[src/hdl/iebu_pkg.sv]
// Shared constants, command struct and modular arithmetic for the IDEA encryption unit
`default_nettype none

package iebu_pkg;

  // Cipher geometry
  localparam int ROUND_COUNT  = 8;
  localparam int LANES        = 6;
  localparam int ROW_COUNT    = ROUND_COUNT + 1;
  localparam int SUBKEY_COUNT = LANES * ROUND_COUNT + 4;
  localparam int WORD_W       = 16;
  localparam int BLOCK_W      = 64;
  localparam int KEY_W        = 64;
  localparam int KEY_WORDS    = 8;
  localparam int ROT_BITS     = 25;

  // Derived widths
  localparam int ROW_W      = $clog2(ROW_COUNT);
  localparam int ROW_DATA_W = WORD_W * LANES;
  localparam int SK_CNT_W   = $clog2(SUBKEY_COUNT);
  localparam int LANE_W     = $clog2(LANES);
  localparam int KWORD_W    = $clog2(KEY_WORDS);

  // Configuration register indexes
  localparam int CFG_INDEX_W = 2;
  localparam logic [CFG_INDEX_W-1:0] REG_KEY_HIGH = CFG_INDEX_W'(0);
  localparam logic [CFG_INDEX_W-1:0] REG_KEY_LOW  = CFG_INDEX_W'(1);

  // Datapath operations
  localparam int OP_W = 3;
  localparam logic [OP_W-1:0] OP_NONE  = 3'd0;
  localparam logic [OP_W-1:0] OP_LOAD  = 3'd1;
  localparam logic [OP_W-1:0] OP_RND_A = 3'd2;
  localparam logic [OP_W-1:0] OP_RND_B = 3'd3;
  localparam logic [OP_W-1:0] OP_RND_C = 3'd4;
  localparam logic [OP_W-1:0] OP_FINAL = 3'd5;

  // Controller to datapath commands
  typedef struct packed {
    logic [OP_W-1:0]    op;
    logic               key_load;
    logic               key_step;
    logic [KWORD_W-1:0] key_word;
    logic [LANE_W-1:0]  lane;
    logic               row_we;
    logic [ROW_W-1:0]   row_addr;
  } dp_cmd_t;

  // Multiplication modulo 65537, zero standing for 65536
  function automatic logic [WORD_W-1:0] mul_mod(input logic [WORD_W-1:0] a,
                                                input logic [WORD_W-1:0] b);
    logic [2*WORD_W-1:0] p;
    logic [WORD_W-1:0]   lo;
    logic [WORD_W-1:0]   hi;
    p  = {{WORD_W{1'b0}}, a} * {{WORD_W{1'b0}}, b};
    lo = p[WORD_W-1:0];
    hi = p[2*WORD_W-1:WORD_W];
    if (a == '0) begin
      mul_mod = WORD_W'(1) - b;
    end else if (b == '0) begin
      mul_mod = WORD_W'(1) - a;
    end else begin
      mul_mod = lo - hi + {{(WORD_W-1){1'b0}}, (lo < hi)};
    end
  endfunction

endpackage

`default_nettype wire

[src/hdl/iebu_ram.sv]
// Generic single write port, single read port RAM with registered read
`default_nettype none

module iebu_ram #(
  parameter int WIDTH = 16,
  parameter int DEPTH = 16
) (
  input  wire logic                     clk,
  input  wire logic                     we,
  input  wire logic [$clog2(DEPTH)-1:0] wr_addr,
  input  wire logic [WIDTH-1:0]         wr_data,
  input  wire logic [$clog2(DEPTH)-1:0] rd_addr,
  output      logic [WIDTH-1:0]         rd_data
);

  logic [WIDTH-1:0] mem [DEPTH];

  // Write and registered read
  always_ff @(posedge clk) begin
    if (we) begin
      mem[wr_addr] <= wr_data;
    end
    rd_data <= mem[rd_addr];
  end

endmodule

`default_nettype wire

[src/hdl/iebu_ctrl.sv]
// Controller: key schedule sweep, round sequencing and handshakes
`default_nettype none

module iebu_ctrl (
  input  wire logic                            clk,
  input  wire logic                            rst,
  input  wire logic                            in_valid,
  output      logic                            in_stall,
  output      logic                            out_valid,
  input  wire logic                            out_stall,
  input  wire logic                            cfg_write,
  input  wire logic [iebu_pkg::CFG_INDEX_W-1:0] cfg_index,
  output      iebu_pkg::dp_cmd_t               cmd
);

  localparam logic [2:0] S_KEY_LOAD = 3'd0;
  localparam logic [2:0] S_DERIVE   = 3'd1;
  localparam logic [2:0] S_IDLE     = 3'd2;
  localparam logic [2:0] S_RND_A    = 3'd3;
  localparam logic [2:0] S_RND_B    = 3'd4;
  localparam logic [2:0] S_RND_C    = 3'd5;
  localparam logic [2:0] S_FINAL    = 3'd6;

  localparam int LAST_LANE = iebu_pkg::LANES - 1;
  localparam int LAST_SK   = iebu_pkg::SUBKEY_COUNT - 1;
  localparam int LAST_RND  = iebu_pkg::ROUND_COUNT - 1;

  logic [2:0]                      state, state_next;
  logic [iebu_pkg::SK_CNT_W-1:0]   sk_cnt, sk_cnt_next;
  logic [iebu_pkg::LANE_W-1:0]     lane, lane_next;
  logic [iebu_pkg::ROW_W-1:0]      row, row_next;
  logic [iebu_pkg::ROW_W-1:0]      round, round_next;
  logic                            out_valid_next;
  logic                            out_load;
  logic                            key_write;

  assign in_stall  = (state != S_IDLE);
  assign key_write = cfg_write &&
                     (cfg_index == iebu_pkg::REG_KEY_HIGH ||
                      cfg_index == iebu_pkg::REG_KEY_LOW);

  // Next state and commands
  always_comb begin
    state_next  = state;
    sk_cnt_next = sk_cnt;
    lane_next   = lane;
    row_next    = row;
    round_next  = round;
    out_load    = 1'b0;
    cmd         = '0;
    cmd.op      = iebu_pkg::OP_NONE;
    case (state)
      S_KEY_LOAD: begin
        cmd.key_load = 1'b1;
        sk_cnt_next  = '0;
        lane_next    = '0;
        row_next     = '0;
        state_next   = S_DERIVE;
      end
      S_DERIVE: begin
        cmd.key_step = 1'b1;
        cmd.key_word = sk_cnt[iebu_pkg::KWORD_W-1:0];
        cmd.lane     = lane;
        cmd.row_addr = row;
        cmd.row_we   = (lane == iebu_pkg::LANE_W'(LAST_LANE)) ||
                       (sk_cnt == iebu_pkg::SK_CNT_W'(LAST_SK));
        sk_cnt_next  = sk_cnt + 1'b1;
        if (lane == iebu_pkg::LANE_W'(LAST_LANE)) begin
          lane_next = '0;
          row_next  = row + 1'b1;
        end else begin
          lane_next = lane + 1'b1;
        end
        if (sk_cnt == iebu_pkg::SK_CNT_W'(LAST_SK)) begin
          state_next = S_IDLE;
        end
      end
      S_IDLE: begin
        cmd.row_addr = '0;
        if (in_valid) begin
          cmd.op     = iebu_pkg::OP_LOAD;
          round_next = '0;
          state_next = S_RND_A;
        end
      end
      S_RND_A: begin
        cmd.op       = iebu_pkg::OP_RND_A;
        cmd.row_addr = round;
        state_next   = S_RND_B;
      end
      S_RND_B: begin
        cmd.op       = iebu_pkg::OP_RND_B;
        cmd.row_addr = round;
        state_next   = S_RND_C;
      end
      S_RND_C: begin
        // fetch next round's subkey row now, so the registered read has it ready for RND_A
        cmd.op       = iebu_pkg::OP_RND_C;
        cmd.row_addr = round + 1'b1;
        round_next   = round + 1'b1;
        state_next   = (round == iebu_pkg::ROW_W'(LAST_RND)) ? S_FINAL : S_RND_A;
      end
      S_FINAL: begin
        cmd.row_addr = round;
        if (!out_valid || !out_stall) begin
          cmd.op     = iebu_pkg::OP_FINAL;
          out_load   = 1'b1;
          state_next = S_IDLE;
        end
      end
      default: begin
        state_next = S_KEY_LOAD;
      end
    endcase
    // a key write restarts the schedule sweep
    if (key_write) begin
      state_next = S_KEY_LOAD;
    end
  end

  // Output valid flag
  always_comb begin
    if (out_load) begin
      out_valid_next = 1'b1;
    end else if (out_valid && !out_stall) begin
      out_valid_next = 1'b0;
    end else begin
      out_valid_next = out_valid;
    end
  end

  always_ff @(posedge clk) begin
    if (rst) begin
      state     <= S_KEY_LOAD;
      sk_cnt    <= '0;
      lane      <= '0;
      row       <= '0;
      round     <= '0;
      out_valid <= 1'b0;
    end else begin
      state     <= state_next;
      sk_cnt    <= sk_cnt_next;
      lane      <= lane_next;
      row       <= row_next;
      round     <= round_next;
      out_valid <= out_valid_next;
    end
  end

endmodule

`default_nettype wire

[src/hdl/iebu_dpath.sv]
// Datapath: key registers, subkey store, round unit and output register
`default_nettype none

module iebu_dpath (
  input  wire logic                             clk,
  input  wire logic                             rst,
  input  wire logic                             cfg_write,
  input  wire logic [iebu_pkg::CFG_INDEX_W-1:0] cfg_index,
  input  wire logic [iebu_pkg::KEY_W-1:0]       cfg_data,
  input  wire logic [iebu_pkg::BLOCK_W-1:0]     plain_block,
  input  wire iebu_pkg::dp_cmd_t                cmd,
  output      logic [iebu_pkg::BLOCK_W-1:0]     cipher_block
);

  localparam int W      = iebu_pkg::WORD_W;
  localparam int ROT_W  = 2 * iebu_pkg::KEY_W;
  localparam int ROW_DW = iebu_pkg::ROW_DATA_W;

  logic [iebu_pkg::KEY_W-1:0] key_high;
  logic [iebu_pkg::KEY_W-1:0] key_low;
  logic [ROT_W-1:0]           rot_key;
  logic [W-1:0]               key_words [iebu_pkg::KEY_WORDS];
  logic [W-1:0]               sk;
  logic [ROW_DW-1:0]          row_acc;
  logic [ROW_DW-1:0]          row_wdata;
  logic [ROW_DW-1:0]          row_rdata;
  logic [W-1:0]               k [iebu_pkg::LANES];
  logic [W-1:0]               x0, x1, x2, x3, t;
  logic [W-1:0]               m0a, m0b, p0, p1, a2;

  // Key registers
  always_ff @(posedge clk) begin
    if (rst) begin
      key_high <= '0;
      key_low  <= '0;
    end else if (cfg_write) begin
      case (cfg_index)
        iebu_pkg::REG_KEY_HIGH: key_high <= cfg_data;
        iebu_pkg::REG_KEY_LOW:  key_low  <= cfg_data;
        default: ;
      endcase
    end
  end

  // Current subkey taken from the rotating key
  always_comb begin
    for (int i = 0; i < iebu_pkg::KEY_WORDS; i++) begin
      key_words[i] = rot_key[ROT_W-1-W*i -: W];
    end
    sk = key_words[cmd.key_word];
  end

  // Row assembly: one subkey per lane
  always_comb begin
    for (int i = 0; i < iebu_pkg::LANES; i++) begin
      row_wdata[ROW_DW-1-W*i -: W] = (cmd.lane == iebu_pkg::LANE_W'(i)) ?
                                     sk : row_acc[ROW_DW-1-W*i -: W];
    end
  end

  always_ff @(posedge clk) begin
    if (cmd.key_load) begin
      rot_key <= {key_high, key_low};
    end else if (cmd.key_step &&
                 cmd.key_word == iebu_pkg::KWORD_W'(iebu_pkg::KEY_WORDS - 1)) begin
      rot_key <= {rot_key[ROT_W-1-iebu_pkg::ROT_BITS:0],
                  rot_key[ROT_W-1 -: iebu_pkg::ROT_BITS]};
    end
    if (cmd.key_step) begin
      row_acc <= row_wdata;
    end
  end

  // Subkey store, one round's six subkeys to a row, the output transform's four in the last
  iebu_ram #(
    .WIDTH (ROW_DW),
    .DEPTH (iebu_pkg::ROW_COUNT)
  ) u_subkeys (
    .clk     (clk),
    .we      (cmd.row_we),
    .wr_addr (cmd.row_addr),
    .wr_data (row_wdata),
    .rd_addr (cmd.row_addr),
    .rd_data (row_rdata)
  );

  always_comb begin
    for (int i = 0; i < iebu_pkg::LANES; i++) begin
      k[i] = row_rdata[ROW_DW-1-W*i -: W];
    end
  end

  // Modular multipliers: the first is shared by the round steps, the second is fixed on x3 and k[3]
  always_comb begin
    case (cmd.op)
      iebu_pkg::OP_RND_B: begin
        m0a = x0 ^ x2;
        m0b = k[4];
      end
      iebu_pkg::OP_RND_C: begin
        m0a = t + (x1 ^ x3);
        m0b = k[5];
      end
      default: begin
        m0a = x0;
        m0b = k[0];
      end
    endcase
    p0 = iebu_pkg::mul_mod(m0a, m0b);
    p1 = iebu_pkg::mul_mod(x3, k[3]);
    a2 = t + p0;
  end

  // Round state
  always_ff @(posedge clk) begin
    case (cmd.op)
      iebu_pkg::OP_LOAD: begin
        x0 <= plain_block[4*W-1 -: W];
        x1 <= plain_block[3*W-1 -: W];
        x2 <= plain_block[2*W-1 -: W];
        x3 <= plain_block[W-1:0];
      end
      iebu_pkg::OP_RND_A: begin
        x0 <= p0;
        x1 <= x1 + k[1];
        x2 <= x2 + k[2];
        x3 <= p1;
      end
      iebu_pkg::OP_RND_B: begin
        t <= p0;
      end
      iebu_pkg::OP_RND_C: begin
        x0 <= x0 ^ p0;
        x3 <= x3 ^ a2;
        x1 <= x2 ^ p0;
        x2 <= a2 ^ x1;
      end
      iebu_pkg::OP_FINAL: begin
        cipher_block <= {p0, x2 + k[1], x1 + k[2], p1};
      end
      default: ;
    endcase
  end

endmodule

`default_nettype wire

[src/hdl/idea_block_encrypt_unit.sv]
// IDEA block encryption unit: 64-bit block under a 128-bit key
// An item is taken only while the block is idle and runs eight rounds on one
// shared round unit, because each round holds three dependent multiplications
// modulo 65537 and there is a register after each; the output transform
// follows the last round. The result sits in an output register, so the next
// item is taken while it waits. After reset and after each write to a key
// register the subkey store is rebuilt, one subkey a cycle, and input is
// stalled until the rebuild is done.
`default_nettype none

module idea_block_encrypt_unit (
  input  wire logic                             clk,
  input  wire logic                             rst,
  input  wire logic                             cfg_write,
  input  wire logic [iebu_pkg::CFG_INDEX_W-1:0] cfg_index,
  input  wire logic [iebu_pkg::KEY_W-1:0]       cfg_data,
  input  wire logic                             in_valid,
  output      logic                             in_stall,
  input  wire logic [iebu_pkg::BLOCK_W-1:0]     plain_block,
  output      logic                             out_valid,
  input  wire logic                             out_stall,
  output      logic [iebu_pkg::BLOCK_W-1:0]     cipher_block
);

  iebu_pkg::dp_cmd_t cmd;

  iebu_ctrl u_ctrl (
    .clk       (clk),
    .rst       (rst),
    .in_valid  (in_valid),
    .in_stall  (in_stall),
    .out_valid (out_valid),
    .out_stall (out_stall),
    .cfg_write (cfg_write),
    .cfg_index (cfg_index),
    .cmd       (cmd)
  );

  iebu_dpath u_dpath (
    .clk          (clk),
    .rst          (rst),
    .cfg_write    (cfg_write),
    .cfg_index    (cfg_index),
    .cfg_data     (cfg_data),
    .plain_block  (plain_block),
    .cmd          (cmd),
    .cipher_block (cipher_block)
  );

endmodule

`default_nettype wire

[config.mk]
export PLATFORM = sky130hd
export DESIGN_NAME = idea_block_encrypt_unit
export DESIGN_NICKNAME = d
export VERILOG_FILES = /design/src/hdl/iebu_pkg.sv /design/src/hdl/iebu_ram.sv /design/src/hdl/iebu_ctrl.sv /design/src/hdl/iebu_dpath.sv /design/src/hdl/idea_block_encrypt_unit.sv
export SDC_FILE = /design/constraint.sdc
export NUM_CORES = 2
export LEC_CHECK = 0
export BUFFER_PORTS_ARGS = -buffer_cell sky130_fd_sc_hd__buf_2
export CAP_MARGIN = 20
export CORE_MARGIN = 1
export CORE_UTILIZATION = 45
export CTS_BUF_LIST = sky130_fd_sc_hd__clkbuf_8
export CTS_CLUSTER_SIZE = 40
export DETAILED_ROUTE_END_ITERATION = 10
export PLACE_DENSITY_LB_ADDON = 0.3
export SLEW_MARGIN = 15
export SYNTH_ARGS = -nofsm -noshare
export SYNTH_HDL_FRONTEND = slang
export SYNTH_SLANG_ARGS = --single-unit
[constraint.sdc]
create_clock -name clk -period 17.8 [get_ports clk]
set_input_delay 0.89 -clock clk [delete_from_list [all_inputs] [get_ports clk]]
set_output_delay 0.89 -clock clk [all_outputs]
set_load 0.005 [all_outputs]
==> flow_summary.toml <==
[yosys]
synth_fa_ha_area_share_pct = 15.55
ys_seq_area_share_pct = 50.76
synth_top_family_by_area = "simple AND/OR/NAND/NOR gates"
yosys-top-cells-area = "edfxtp_1 45%, fa_1 10%, nand2_1 9.2%, dfxtp_1 5.9%, ha_1 5.6%"
synth-seq-cells = 1477
muxShareOfSynthArea_pct = 2.005
yosys.area_share.simple_pct = 15.62
synth_fp_nets = 8657
yosysTopAreaCell = "edfxtp_1"
synthFlopType = "edfxtp_1"
yosys_warnings = 0
syn_avg_cell_area_um2 = 10.66
ys_types = 101
synth_cells = 7743
syn_area_um2 = 82550
synth_common_cells = "2018 x nand2_1, 1232 x edfxtp_1, 548 x inv_1, 412 x fa_1, 372 x clkbuf_1"
yosysTopAreaCellShare_pct = 44.81
synth_xor_area_share_pct = 2.907
synth_most_common_cell = "nand2_1"
async_flop_share_pct = 0
synth_compound_area_share_pct = 8.632
synth_edf_count = 1232

[grt]
use_met1_pct = 33.36
top_usage_layer = "met2"
grt_pass1_wl_um = 363100
use_met2_pct = 42.30
first_global_vias = 58010
antenna_found_initial = 14
use_met3_pct = 4.160
track_usage_pct = 26.05
grt_start_max_net_pins = 197
grt_overflow = 0

[setup_path]
worstSetupStartpointType = "flip-flop"
reg2reg_from = "u_dpath.x3[1]$_DFFE_PP_"
endpoint = "u_dpath.x3[15]$_DFFE_PP_"
path_max_fanout = 19
end_kind = "flip-flop"
crit_arrival_ns = 16.55
path_common_cell = "fa_1"
critPathMaxStageDelay_ns = 0.97
worstSetupStartpoint = "u_dpath.x3[1]$_DFFE_PP_"
worstRegToRegCells = 55
rrSetupSlack_ns = 1.93
criticalPathCategory = "flip-flop to flip-flop"
regToRegEndpoint = "u_dpath.x3[15]$_DFFE_PP_"
required_ns = 18.48
crit_path_top_delay_cell = "edfxtp_1"

[placement]
dpl.hpwl_um = 159400
place.gp.congestion = 0.9265
io_buffers = 200
placed_cells = 9983

[sta]
layout_min_cycle_time_ns = 15.87
tightest_slew_ns = 1.172
slew_headroom_pct = 21.84
setup_violations = 0
max_freq_mhz = 63.02
rsz0062_at_grt = "no"
maxSlewViolCount = 0
tns_ns = 0
period_share_pct = 89.15
fin_skew_ns = 0.09994
final_hold_viol_count = 0

[floorplan]
die_height_um = 430.3
die_x_um = 430.3
initial_core_util_pct = 45.48
die-area_um2 = 185200
core_um2 = 181500
ios = 201
core.rowCount = 156

[layout]
multi_input_area_um2 = 37160
seq_area_um2 = 41900
fill_cells = 16320
layout-drive-gt1-share_pct = 10.26
nets = 8766
layout.cells.non_filler = 10450
area_growth_pct = 10.04

[cts]
post_cts_resized = 0
insertion_delay_ns = 0.98
cts_hold_buf = 0
ctsLongestPathBuffers = 3
cts-buffers-inserted = 235
cts_setup_buffers = 0
clock-root-buffer = "clkbuf_8"
cts_tree = "done"
h-tree-depth = 4
numClockSinks = 1477
path_clk_slew_ns = 0.07

[detailed_routing]
wl_per_cell_um = 23.32
vias = 58770
drc_errors = 0
drtIter0Drc = 5033
drt_first_pass_iters = 7
finalWirelength_um = 243600
via_per_inst = 5.627
final_antenna_net_count = 0

[min_path]
hp-class = "primary input to flip-flop"

[job]
drv_cap = 0

[outcome]
status = "complete, no violations"
==> sequential cells by signal (all words and copies together) (netlist names), 64 cells and up <==
register and cells:
u_dpath.row_acc 96, u_dpath.key_high 64, u_dpath.u_subkeys.rd_data 96, u_dpath.u_subkeys.mem 864
u_dpath.key_words 128, u_dpath.cipher_block 64, u_dpath.key_low 64
==> layout by cell type (no fill, tap or decap), types with 94 or more instances in the layout <==
| cell | count |
|---|---|
| mux2_2 | 94 |
| ha_1 | 367 |
| edfxtp_1 | 1232 |
| nand3_1 | 252 |
| xnor2_1 | 174 |
| a21oi_1 | 271 |
| o21ai_0 | 215 |
| and2_1 | 118 |
| dfxtp_1 | 244 |
| and3_1 | 115 |
| nand2_1 | 2014 |
| inv_1 | 636 |
| xor2_1 | 100 |
| buf_2 | 199 |
| nor2_1 | 280 |
| a31oi_1 | 117 |
| fa_1 | 412 |
| a311oi_1 | 97 |
| clkbuf_8 | 263 |
| buf_4 | 95 |
==> worst min path at each step <==
stage,from,to,slack [ns],cells after the start
final,cfg_data[17],u_dpath.key_high[17]$_SDFFE_PP0P_,0.15,3
after global routing,cfg_data[27],u_dpath.key_low[27]$_SDFFE_PP0P_,0.12,3
after CTS,cfg_data[17],u_dpath.key_high[17]$_SDFFE_PP0P_,0.07,3
after detailed placement,u_dpath.u_subkeys.mem[8][13]$_DFFE_PP_,u_dpath.u_subkeys.rd_data[13]$_DFF_P_,0.43,2
after global placement,u_dpath.u_subkeys.mem[8][19]$_DFFE_PP_,u_dpath.u_subkeys.rd_data[19]$_DFF_P_,0.42,2
after floorplan,u_dpath.u_subkeys.mem[8][0]$_DFFE_PP_,u_dpath.u_subkeys.rd_data[0]$_DFF_P_,0.42,2
==> cells by family after synthesis <==
logic type,Yosys count
AO/OA/AOI/OAI,1082
XOR/XNOR,274
adder cells (fa/ha/maj),779
buffers and inverters,979
flip-flops,1477
multiplexers,132
AND/OR/NAND/NOR,3020
==> metal layers <==
metal	wire [um]	part of all wire (%)
met1	98170	40
met2	114300	47
met3	16610	6.8
met4	14450	5.9
met5	67	0.028
==> per-stage QoR <==
step           utilization, %  hold WS [ns]  instance area, um2  worst slack (ns)
4_1_cts                 50.00       0.07344               90770             2.102
6_report                50.04        0.1503               90840             1.932
2_1_floorplan               -        0.4178               82550             4.450
3_3_place_gp            47.30        0.4231               85860             2.319
5_1_grt                 50.03        0.1234               90820             1.251
3_5_place_dp            47.30        0.4287               85860             2.172
==> critical path, delay by kind of cell, from the launching register on <==
kind / cells / cell delay [ns]
buf+inv: 6 / 0.35
xor+xnor: 5 / 1.04
simple gates: 9 / 1.49
compound gates: 22 / 6.71
flops: 1 / 0.97
fa+ha+maj: 13 / 5.06
==> final cells by class <==
class                           instances  share of cell area, %
Sequential cell                      1477                  46.13
Multi-Input combinational cell       5287                  40.91
Clock buffer                          263                  3.985
Tap cell                             2370                  3.264
Inverter                              553                  2.288
Timing Repair Buffer                  298                  1.970
Clock inverter                        186                  1.426
Antenna cell                           11                0.03030
Power is left out: the tool's default activity adds up to more than one toggle a clock period on the data nets, which glitch-free logic cannot reach.
